File: src/rtl/arp_pkg.sv
package arp_pkg;

    localparam int MAX_LINES       = 16;
    localparam int MAX_LINE_LENGTH = 64;
    localparam int LINE_W          = 5;
    localparam int COL_W           = 7;
    localparam int QDEPTH          = 4;
    localparam int QPTR_W          = $clog2(QDEPTH);
    localparam int QCNT_W          = $clog2(QDEPTH + 1);

    localparam logic [7:0] CH_CR    = 8'h0D;
    localparam logic [7:0] CH_LF    = 8'h0A;
    localparam logic [7:0] CH_SPACE = 8'h20;
    localparam logic [7:0] CH_TILDE = 8'h7E;
    localparam logic [7:0] CH_PLUS  = 8'h2B;
    localparam logic [7:0] CH_O     = 8'h4F;
    localparam logic [7:0] CH_E     = 8'h45;
    localparam logic [7:0] CH_R     = 8'h52;
    localparam logic [7:0] CH_K     = 8'h4B;

    localparam logic [1:0] STATUS_NOT_READY = 2'd0;
    localparam logic [1:0] STATUS_OK        = 2'd1;
    localparam logic [1:0] STATUS_ERROR     = 2'd2;

    typedef struct packed {
        logic [7:0] ch;
        logic       is_cr;
        logic       is_lf;
        logic       is_plus;
        logic       is_o;
        logic       is_e;
        logic       is_r;
        logic       is_k;
        logic       is_print;
    } arp_word_t;

    typedef struct packed {
        logic [1:0]        status;
        logic              ok_seen;
        logic [LINE_W-1:0] lines_captured;
        logic              write_valid;
        logic [3:0]        write_line;
        logic [COL_W-1:0]  write_column;
        logic [7:0]        write_char;
    } arp_result_t;

    typedef enum logic [16:0] {
        ST_CR0     = 17'h00001,
        ST_LF0     = 17'h00002,
        ST_FIRST   = 17'h00004,
        ST_OK_K    = 17'h00008,
        ST_OK_CR   = 17'h00010,
        ST_OK_LF   = 17'h00020,
        ST_ER_R1   = 17'h00040,
        ST_ER_R2   = 17'h00080,
        ST_ER_O    = 17'h00100,
        ST_ER_R3   = 17'h00200,
        ST_ER_CR   = 17'h00400,
        ST_ER_LF   = 17'h00800,
        ST_DATA    = 17'h01000,
        ST_DATA_LF = 17'h02000,
        ST_NEXT    = 17'h04000,
        ST_END_LF  = 17'h08000,
        ST_FINAL   = 17'h10000
    } arp_state_t;

endpackage

File: src/rtl/arp_front.sv
module arp_front (
    input  logic                aclk,
    input  logic                aresetn,
    input  logic                s_tvalid,
    output logic                s_tready,
    input  logic [7:0]          s_tdata,   // rx_byte[7:0]
    output logic                q_push,
    output arp_pkg::arp_word_t  q_word,
    input  logic                q_ready
);
    import arp_pkg::*;

    logic      f_valid_reg;
    logic      f_valid_next;
    arp_word_t f_word_reg;
    arp_word_t f_word_next;

    always_comb begin
        f_word_next.ch       = s_tdata;
        f_word_next.is_cr    = (s_tdata == CH_CR);
        f_word_next.is_lf    = (s_tdata == CH_LF);
        f_word_next.is_plus  = (s_tdata == CH_PLUS);
        f_word_next.is_o     = (s_tdata == CH_O);
        f_word_next.is_e     = (s_tdata == CH_E);
        f_word_next.is_r     = (s_tdata == CH_R);
        f_word_next.is_k     = (s_tdata == CH_K);
        f_word_next.is_print = (s_tdata >= CH_SPACE) && (s_tdata <= CH_TILDE);
    end

    assign s_tready = !f_valid_reg || q_ready;
    assign q_push   = f_valid_reg && q_ready;
    assign q_word   = f_word_reg;

    always_comb begin
        f_valid_next = f_valid_reg;
        if (s_tready) begin
            f_valid_next = s_tvalid;
        end
    end

    always_ff @(posedge aclk) begin
        if (!aresetn) begin
            f_valid_reg <= 1'b0;
        end else begin
            f_valid_reg <= f_valid_next;
        end
    end

    always_ff @(posedge aclk) begin
        if (s_tvalid && s_tready) begin
            f_word_reg <= f_word_next;
        end
    end

endmodule

File: src/rtl/arp_queue.sv
module arp_queue (
    input  logic                aclk,
    input  logic                aresetn,
    input  logic                push,
    input  arp_pkg::arp_word_t  push_word,
    output logic                push_ready,
    input  logic                pop,
    output logic                head_valid,
    output arp_pkg::arp_word_t  head_word
);
    import arp_pkg::*;

    arp_word_t          slot_reg [QDEPTH];
    logic [QPTR_W-1:0]  wr_ptr_reg;
    logic [QPTR_W-1:0]  wr_ptr_next;
    logic [QPTR_W-1:0]  rd_ptr_reg;
    logic [QPTR_W-1:0]  rd_ptr_next;
    logic [QCNT_W-1:0]  count_reg;
    logic [QCNT_W-1:0]  count_next;
    logic               do_push;
    logic               do_pop;

    assign push_ready = (count_reg != QCNT_W'(QDEPTH));
    assign head_valid = (count_reg != '0);
    assign head_word  = slot_reg[rd_ptr_reg];
    assign do_push    = push && push_ready;
    assign do_pop     = pop && head_valid;

    always_comb begin
        wr_ptr_next = do_push ? wr_ptr_reg + 1'b1 : wr_ptr_reg;
        rd_ptr_next = do_pop  ? rd_ptr_reg + 1'b1 : rd_ptr_reg;
        count_next  = count_reg;
        if (do_push && !do_pop) begin
            count_next = count_reg + 1'b1;
        end else if (!do_push && do_pop) begin
            count_next = count_reg - 1'b1;
        end
    end

    always_ff @(posedge aclk) begin
        if (!aresetn) begin
            wr_ptr_reg <= '0;
            rd_ptr_reg <= '0;
            count_reg  <= '0;
        end else begin
            wr_ptr_reg <= wr_ptr_next;
            rd_ptr_reg <= rd_ptr_next;
            count_reg  <= count_next;
        end
    end

    always_ff @(posedge aclk) begin
        if (do_push) begin
            slot_reg[wr_ptr_reg] <= push_word;
        end
    end

endmodule

File: src/rtl/arp_back.sv
module arp_back (
    input  logic                 aclk,
    input  logic                 aresetn,
    input  logic                 cfg_we,
    input  logic                 cfg_wdata,
    input  logic                 q_valid,
    input  arp_pkg::arp_word_t   q_word,
    output logic                 q_pop,
    output logic                 m_valid,
    output arp_pkg::arp_result_t m_result,
    input  logic                 m_ready
);
    import arp_pkg::*;

    arp_state_t        state_reg;
    arp_state_t        state_next;
    logic [COL_W-1:0]  column_reg;
    logic [COL_W-1:0]  column_next;
    logic [LINE_W-1:0] lines_reg;
    logic [LINE_W-1:0] lines_next;
    logic              ok_reg;
    logic              ok_next;
    logic              any_cont_reg;
    logic              out_valid_reg;
    logic              out_valid_next;
    arp_result_t       out_reg;
    arp_result_t       out_next;
    logic              bad;
    logic              room_line;
    logic              room_col;
    logic [1:0]        status;
    arp_word_t         w;

    assign w         = q_word;
    assign q_pop     = q_valid && (!out_valid_reg || m_ready);
    assign m_valid   = out_valid_reg;
    assign m_result  = out_reg;
    assign room_line = (lines_reg < LINE_W'(MAX_LINES));
    assign room_col  = (column_reg < COL_W'(MAX_LINE_LENGTH));

    always_comb begin
        state_next = state_reg;
        column_next = column_reg;
        lines_next = lines_reg;
        ok_next = ok_reg;
        bad = 1'b0;
        status = STATUS_NOT_READY;
        out_next = '0;
        case (state_reg)
            ST_CR0: begin
                if (w.is_cr) state_next = ST_LF0; else bad = 1'b1;
            end
            ST_LF0: begin
                if (w.is_lf) state_next = ST_FIRST; else bad = 1'b1;
            end
            ST_FIRST: begin
                if (w.is_o) state_next = ST_OK_K;
                else if (w.is_e) state_next = ST_ER_R1;
                else if (w.is_plus) state_next = ST_DATA;
                else bad = 1'b1;
            end
            ST_OK_K: begin
                if (w.is_k) state_next = ST_OK_CR; else bad = 1'b1;
            end
            ST_OK_CR: begin
                if (w.is_cr) state_next = ST_OK_LF; else bad = 1'b1;
            end
            ST_OK_LF: begin
                if (w.is_lf) begin
                    ok_next = 1'b1;
                    state_next = ST_CR0;
                    status = STATUS_OK;
                end else begin
                    bad = 1'b1;
                end
            end
            ST_ER_R1: begin
                if (w.is_r) state_next = ST_ER_R2; else bad = 1'b1;
            end
            ST_ER_R2: begin
                if (w.is_r) state_next = ST_ER_O; else bad = 1'b1;
            end
            ST_ER_O: begin
                if (w.is_o) state_next = ST_ER_R3; else bad = 1'b1;
            end
            ST_ER_R3: begin
                if (w.is_r) state_next = ST_ER_CR; else bad = 1'b1;
            end
            ST_ER_CR: begin
                if (w.is_cr) state_next = ST_ER_LF; else bad = 1'b1;
            end
            ST_ER_LF: begin
                if (w.is_lf) begin
                    ok_next = 1'b0;
                    state_next = ST_CR0;
                    status = STATUS_ERROR;
                end else begin
                    bad = 1'b1;
                end
            end
            ST_DATA: begin
                if (w.is_print) begin
                    if (room_line && room_col) begin
                        out_next.write_valid = 1'b1;
                        out_next.write_line = lines_reg[3:0];
                        out_next.write_column = column_reg;
                        out_next.write_char = w.ch;
                        column_next = column_reg + 1'b1;
                    end
                end else if (w.is_cr) begin
                    if (room_line) begin
                        out_next.write_valid = 1'b1;
                        out_next.write_line = lines_reg[3:0];
                        out_next.write_column = column_reg;
                        column_next = '0;
                        lines_next = lines_reg + 1'b1;
                    end
                    state_next = ST_DATA_LF;
                end else begin
                    bad = 1'b1;
                end
            end
            ST_DATA_LF: begin
                if (w.is_lf) state_next = ST_NEXT; else bad = 1'b1;
            end
            ST_NEXT: begin
                if (w.is_cr) state_next = ST_END_LF;
                else if (w.is_plus || any_cont_reg) state_next = ST_DATA;
                else bad = 1'b1;
            end
            ST_END_LF: begin
                if (w.is_lf) state_next = ST_FINAL; else bad = 1'b1;
            end
            ST_FINAL: begin
                if (w.is_o) state_next = ST_OK_K;
                else if (w.is_e) state_next = ST_ER_R1;
                else bad = 1'b1;
            end
            default: begin
                state_next = ST_CR0;
            end
        endcase
        if (bad) begin
            status = STATUS_ERROR;
        end
        out_next.status = status;
        out_next.ok_seen = ok_next;
        out_next.lines_captured = lines_next;
        out_valid_next = q_pop || (out_valid_reg && !m_ready);
    end

    always_ff @(posedge aclk) begin
        if (!aresetn) begin
            state_reg     <= ST_CR0;
            column_reg    <= '0;
            lines_reg     <= '0;
            ok_reg        <= 1'b0;
            any_cont_reg  <= 1'b0;
            out_valid_reg <= 1'b0;
        end else begin
            if (cfg_we) begin
                any_cont_reg <= cfg_wdata;
            end
            if (q_pop) begin
                state_reg  <= state_next;
                column_reg <= column_next;
                lines_reg  <= lines_next;
                ok_reg     <= ok_next;
            end
            out_valid_reg <= out_valid_next;
        end
    end

    always_ff @(posedge aclk) begin
        if (q_pop) begin
            out_reg <= out_next;
        end
    end

endmodule

File: src/rtl/at_response_parser_top.sv
// Modem response parser: one received byte in, one status/capture word out.
// s_ channel: one rx byte per word. m_ channel: one result word per byte,
// in order, carrying the status, the ok flag, the captured line count and an
// optional capture write (line, column, char) for the line buffer.
// cfg_we / cfg_wdata: write the accept-any-continuation bit; write only
// while the block is idle.
// An accepted byte passes the classify register, a queue slot and the parser
// output register on its way to m_tvalid.
// Throughput: one byte per cycle while m_tready stays high; the parser state
// machine updates once per popped byte.
// A 4-word queue separates the classifier from the parser, so the input side
// keeps accepting while a result waits in the output register.
// Reset (aresetn low, synchronous): parser returns to waiting for CR, counts
// and flags clear, queue and output empty, continuation bit clears.
// When m_tready is low the output word holds, the parser stops popping,
// the queue fills and then s_tready drops.
module at_response_parser_top (
    input  logic        aclk,
    input  logic        aresetn,
    input  logic        cfg_we,
    input  logic        cfg_wdata,
    input  logic        s_tvalid,
    output logic        s_tready,
    input  logic [7:0]  s_tdata,   // rx_byte[7:0]
    output logic        m_tvalid,
    input  logic        m_tready,
    output logic [31:0] m_tdata    // status[1:0], ok_seen[2], lines_captured[7:3],
                                   // write_valid[8], write_line[12:9],
                                   // write_column[19:13], write_char[27:20]
);
    import arp_pkg::*;

    logic        q_push;
    logic        q_ready;
    logic        q_pop;
    logic        q_valid;
    arp_word_t   q_in_word;
    arp_word_t   q_head_word;
    arp_result_t result;

    arp_front u_front (
        .aclk     (aclk),
        .aresetn  (aresetn),
        .s_tvalid (s_tvalid),
        .s_tready (s_tready),
        .s_tdata  (s_tdata),
        .q_push   (q_push),
        .q_word   (q_in_word),
        .q_ready  (q_ready)
    );

    arp_queue u_queue (
        .aclk       (aclk),
        .aresetn    (aresetn),
        .push       (q_push),
        .push_word  (q_in_word),
        .push_ready (q_ready),
        .pop        (q_pop),
        .head_valid (q_valid),
        .head_word  (q_head_word)
    );

    arp_back u_back (
        .aclk      (aclk),
        .aresetn   (aresetn),
        .cfg_we    (cfg_we),
        .cfg_wdata (cfg_wdata),
        .q_valid   (q_valid),
        .q_word    (q_head_word),
        .q_pop     (q_pop),
        .m_valid   (m_tvalid),
        .m_result  (result),
        .m_ready   (m_tready)
    );

    assign m_tdata = {4'b0, result.write_char, result.write_column, result.write_line,
                      result.write_valid, result.lines_captured, result.ok_seen,
                      result.status};

`ifndef SYNTHESIS
    a_status_legal: assert property (@(posedge aclk) disable iff (!aresetn)
        m_tvalid |-> (m_tdata[1:0] != 2'd3))
        else $error("status code out of range");

    a_lines_bounded: assert property (@(posedge aclk) disable iff (!aresetn)
        m_tvalid |-> (m_tdata[7:3] <= 5'd16))
        else $error("line count beyond maximum");

    a_idle_write_zero: assert property (@(posedge aclk) disable iff (!aresetn)
        (m_tvalid && !m_tdata[8]) |-> (m_tdata[27:9] == 19'd0))
        else $error("capture fields set without a write");

    a_reset_empty: assert property (@(posedge aclk)
        !aresetn |=> !m_tvalid)
        else $error("output valid right after reset");
`endif

endmodule
File: config.mk
export PLATFORM = sky130hd
export DESIGN_NAME = at_response_parser_top
export DESIGN_NICKNAME = d
export VERILOG_FILES = /design/src/rtl/arp_pkg.sv /design/src/rtl/arp_front.sv /design/src/rtl/arp_queue.sv /design/src/rtl/arp_back.sv /design/src/rtl/at_response_parser_top.sv
export SDC_FILE = /design/constraint.sdc
export NUM_CORES = 1
export LEC_CHECK = 0
export BUFFER_PORTS_ARGS = -buffer_cell sky130_fd_sc_hd__buf_2
export CAP_MARGIN = 20
export CORE_MARGIN = 2
export CORE_UTILIZATION = 40
export CTS_CLUSTER_DIAMETER = 80
export DETAILED_ROUTE_END_ITERATION = 10
export SYNTH_ARGS = -nofsm -noshare
export SYNTH_HDL_FRONTEND = slang
export SYNTH_SLANG_ARGS = --single-unit
File: constraint.sdc
create_clock -name aclk -period 2.2 [get_ports aclk]
set_input_delay 0.11 -clock aclk [delete_from_list [all_inputs] [get_ports aclk]]
set_output_delay 0.11 -clock aclk [all_outputs]
set_load 0.02 [all_outputs]
### After elaboration in Yosys (flattened, before gate mapping)

Memories as Yosys holds them, arrays and structs flattened. A register that Yosys moved wholly into a read port is not among the register bits.
Index checks and enable logic that the tools add are counted.

| word-level totals | value |
|---|---|
| flip-flop bits (word level) | 84 |
| RAM bits | 64 |
| input port bits | 14 |
| output and inout bits | 34 |
| word-level logic and storage cells | 170 |
| memories | 1 |

| cells by class | value |
|---|---|
| add/sub/neg operators | 6 |
| order comparisons | 4 |
| equality and inequality tests | 43 |
| mux-type cells | 60 |
| reductions and logical operators | 30 |

Memory list:

| memory | depth | width | rd ports | clocked after Yosys merged registers in | write ports | line | source |
|---|---|---|---|---|---|---|---|
| u_queue.slot_reg | 4 | 16 | 1 | 1 | 1 | arp_queue.sv:13 | `arp_word_t slot_reg [QDEPTH];` |

Operator list:

| kind | number |
|---|---|
| $mux W17 | 21 |
| $pmux W17 S16 | 1 |
| $mux W12 | 3 |
| $eq A8 B7 Y1 const B | 4 |
| $mux W7 | 4 |
| $ne A2 B2 Y1 const B | 13 |
| $mux W20 | 1 |
| $mux W5 | 4 |
| $mux W1 | 18 |
| $reduce_and A18 Y1 | 1 |
| $eq A17 B1 Y1 const B | 1 |
| $eq A17 B10 Y1 const B | 1 |
| $eq A17 B11 Y1 const B | 1 |
| $eq A17 B12 Y1 const B | 1 |
| $eq A17 B13 Y1 const B | 1 |
| $eq A17 B14 Y1 const B | 1 |
| $eq A17 B15 Y1 const B | 1 |
| $eq A17 B16 Y1 const B | 1 |
| $eq A17 B17 Y1 const B | 1 |
| $eq A17 B2 Y1 const B | 1 |
| $eq A17 B3 Y1 const B | 1 |
| $eq A17 B4 Y1 const B | 1 |
| $eq A17 B5 Y1 const B | 1 |
| $eq A17 B6 Y1 const B | 1 |
| 33 further kinds | 59 |

### Depth between registers and ports, before layout

| logic depth | value |
|---|---|
| depth in word-level cells | 7 |
| gate-level depth with buffers | 10 |
| depth with buffers taken out | 8 |

### Modules after synthesis

From an unflattened synthesis, not the netlist that was laid out.

| second synthesis, totals | value |
|---|---|
| cell total of the unflattened synthesis | 480 |
| area, all modules | 6,588.8 um^2 |

Modules (own cells, without submodules):

| module | instances | cells each | area an instance (um^2) | seq. area each (um^2) |
|---|---|---|---|---|
| arp_back | 1 | 302 | 3,060.4 | 1,481.4 |
| arp_queue | 1 | 132 | 2,841.5 | 2,102.0 |
| arp_front | 1 | 41 | 653.1 | 500.5 |
| at_response_parser_top | 1 | 5 | 33.8 | 0.0 |

### Worst setup path before layout

No wires, ideal clock.

| timing path | value |
|---|---|
| kind | register to register |
| from | reg u_back.state_reg[4] |
| to | reg u_back.state_reg[0] |
| library setup time | 0.121 ns |
| arrival time | 2.267 ns |
| required time | 2.079 ns |
| path slack | -0.188 ns |
| cell stages (with the launch flop) | 8 |
| path buffers | 0 |
| period minus slack after synthesis | 2.388 ns |
| cells stage by stage | dfxtp_1 -> or4_4 -> nand2b_4 -> or4_4 -> a31oi_2 -> nor4_2 -> nand2_4 -> mux2_2 |

| between the ends | value |
|---|---|
| word-level cells in the longest chain between the ends | 4 |
| elaborated cells between the ends (all ways) | 37 |
| classes of those cells | 34 x eq/ne; 1 x mux; 2 x reduce/logical |

Ends and longest elaborated chain:

| item | line | source |
|---|---|---|
| from (decl) | arp_back.sv:15 | `arp_state_t state_reg;` |
| from (signal assigned) | arp_back.sv:165 | `state_reg <= state_next;` |
| $eq A17 B6 Y1 / $eq A17 B12 Y1 (equally long branches) | arp_back.sv:49 | `case (state_reg)` |
| $reduce_or A2 Y1 (no line) | - |  |
| $ne A2 B1 Y1 (no line) | - |  |
| $reduce_and A18 Y1 (no line) | - |  |

Several ways; a longest one is shown, not always the timed one.
A chain may end at the register's enable or synchronous reset.

### Final worst setup path

| timing path | value |
|---|---|
| from | reg u_back.state_reg[5] |
| to | reg u_back.state_reg[13] |

The elaborated chain is that of the path after synthesis.

==> flow_summary.ini <==
[run_status]
status = finished, violations left
violations = negative setup slack

[clock_tree]
cts.htree.levels = 4
cts.clk_slew.worst_paths_ns = 0.06
clock_sinks = 150
clkLatencyLatePin_ns = 0.42
cts-root-buf = clkbuf_16
numCtsBuffers = 17
clockBufferDepth = 2
cts_tree = built

[worst_setup_path]
cp_max_fo = 6
startpoint_type = flip-flop
worst_setup_path_end_kind = flip-flop
crit_family = simple AND/OR/NAND/NOR gates
cpMaxStageDelayCell = or4_4
reg2reg_from = u_back.state_reg[5]
crit_chain = or4_4 > nand2b_4 > or4_4 > a31oi_4 > nor4_4 > nand2_8 > buf_8 > mux2i_2
path_buf_inv = 1
cp-startpoint = u_back.state_reg[5]
path_common_cell = or4_4
r2r_slack_ns = -0.20
critical_path_required_ns = 2.53
crit_type = flip-flop to flip-flop
cp.arrival_ns = 2.73
slowest_delay_ns = 0.58

[run]
drv_cap = 0

[detailed_routing]
antenna_left = 0
drt_pre_antenna_iters = 4
post_drt_wl_per_cell_um = 16.0
drc = 0
wl_um = 13500
viasPerCell = 5.00
drtIter0Drc = 259
vias = 4219

[layout]
fin_area_um2 = 8430
fillers = 1335
drive_gt1_share_pct = 34.9
ff_latch_area_um2 = 4090
num_antenna_cells = 0
layout_commonest_cell = edfxtp_1
final_cells = 844
largest_register_ffs = 64
multi_input_area_um2 = 2420
layout_common_cells = edfxtp_1 (108), buf_4 (75), buf_2 (43)
areaGrowthSynthToFinish_pct = 30.3
nets = 638

[hold_path]
holdCritStartpoint = aresetn
hold_path.class = primary input to flip-flop

[placement]
placedCellCount = 794
pre_cts_ws_ns = -0.171
postPlaceCellArea_um2 = 7450
globalplace.congestion = 0.905
dp_hpwl_um = 9300
io_buffers = 43

[synthesis]
synth_top_family_by_area = simple AND/OR/NAND/NOR gates
ys_seq_area_share_pct = 63.1
synth_compound_area_share_pct = 4.20
synth_edf_count = 108
async_reset_ff_share_pct = 0
synthCells = 479
ys.flop_type = edfxtp_1
synth_fa_ha_area_share_pct = 1.86
avgSynthCellArea_um2 = 13.5
synth_xor_area_share_pct = 2.17
synthSimpleGateAreaFrac_pct = 17.1
syn-cell-area_um2 = 6470
muxShareOfSynthArea_pct = 8.88
yosysWarnings = 0
yosys_register_bits = 150
synth.distinct_cells = 63

[sta]
finalHoldViolCount = 0
layout_min_cycle_time_ns = 2.40
setup_viol = 20
grt_setup_unrepaired = yes
hold_ws_ns = 0.0978
final.setup.worst_slack_ns = -0.197
max_freq_mhz = 417
fin_crit_sh_pct = 109
slew_violations = 0
fin_worst_skew_ns = 0.00655

[power_and_ir_drop]
power.density_nw_per_um2 = 1120
pwr-share-seq_pct = 39.3
clockPowerShare_pct = 31.7
p_sw_mw = 2.84
p_int_mw = 6.60
p_comb_share_pct = 29.0
vdd_drop_max_v = 0.000556
switching_share_pct = 30.1
p_leak_nw = 3.22

[floorplan]
die_x_um = 131
die_y_um = 131
core_area_um2 = 15800
initial_core_util_pct = 40.9
fp-row-count = 46
io_pins = 48
die_area_um2 = 17200

[global_routing]
grt_start_max_net_pins = 21
grt_remaining_overflow = 0
grt_pass1_wl_um = 21500
antenna_found_initial = 0
grt_pass1_vias = 4384
track_usage_pct = 15.9
## worst min-delay path: stages
cell and delay, ns:
buf_2 0.20, nand2_1 0.09, mux2i_1 0.06
## cell type report
type                    instances  area share, %
inverters                      14          0.623
flip-flops and latches        150           48.5
clock buffers                  17           5.05
multi-input cells             297           28.7
repair buffers                135           11.6
clock inverters                15           2.29
well taps                     216           3.21
## through the flow
stage	utilization (%)	power (mW)	setup TNS [ns]
floorplan	-	5.40	-1.45
global placement	47.1	6.23	-1.47
detailed placement	47.1	6.29	-2.24
CTS	52.2	9.36	-1.79
global route	53.3	9.85	-4.21
finish	53.3	9.44	-2.61
## cells in the mapped netlist, types with 2 or more instances
cell,instances,area [um2]
edfxtp_1,108,3240
dfxtp_1,42,841
nand2_1,41,154
nor2_1,34,128
nand3_1,20,100
mux2i_1,18,180
mux4_2,16,360
inv_1,14,52.6
nor2b_1,14,87.6
and2_1,13,81.3
a21oi_1,12,60.1
nor4_1,11,68.8
xor2_1,11,96.3
clkbuf_1,10,37.5
ha_1,8,100
nor3_1,8,40.0
nand2b_1,7,43.8
nand4_1,6,37.5
or3_1,6,37.5
and3_1,5,31.3
buf_4,5,37.5
nor4_2,5,62.6
xnor2_1,5,43.8
o21ai_0,4,20.0
o21ai_1,4,20.0
buf_2,3,15.0
nor3_2,3,30.0
or4_1,3,22.5
or4_4,3,33.8
a21o_1,2,15.0
buf_1,2,7.51
mux2_2,2,22.5
nand4b_1,2,17.5
nor3b_1,2,15.0
o211ai_1,2,15.0
## power groups by stage
stage / combinational, mW / clock [mW] / sequential, mW
2_1_floorplan: 1.29 / 0 / 4.11
3_5_place_dp: 2.52 / 0 / 3.77
6_report: 2.73 / 2.99 / 3.71
3_3_place_gp: 2.48 / 0 / 3.75
5_1_grt: 2.93 / 3.16 / 3.76
4_1_cts: 2.60 / 3.05 / 3.71
## path summary, 6_finish.rpt
kind,endpoint,depth (start not counted)
worst max-delay path,u_back.state_reg[13],8
worst min-delay path,u_back.state_reg[5],3
worst max register to register,u_back.state_reg[13],8
worst min register to register,u_back.ok_reg,2
## routing by layer
metal  part of all wire [%]  track usage (%)
met1                     43             18.7
met2                     52             28.0
met3                    2.8             3.86
met4                    2.0             6.46
met5                      0                0
## repair_timing
action,4_1_cts,5_1_grt
pin swaps,4,16
hold endpoints to repair,11,0
gates resized for setup,9,27
setup endpoints to repair,25,43
setup buffers,2,3
hold buffers,12,0
gates cloned,0,1
## kinds of logic after synthesis
logic type | count (synthesis)
simple gates | 195
flops | 150
mux | 37
compound gates | 36
buf+inv | 35
xor+xnor | 16
fa+ha+maj | 9
other cells | 1
No activity file was read; power rests on OpenSTA's default activity.
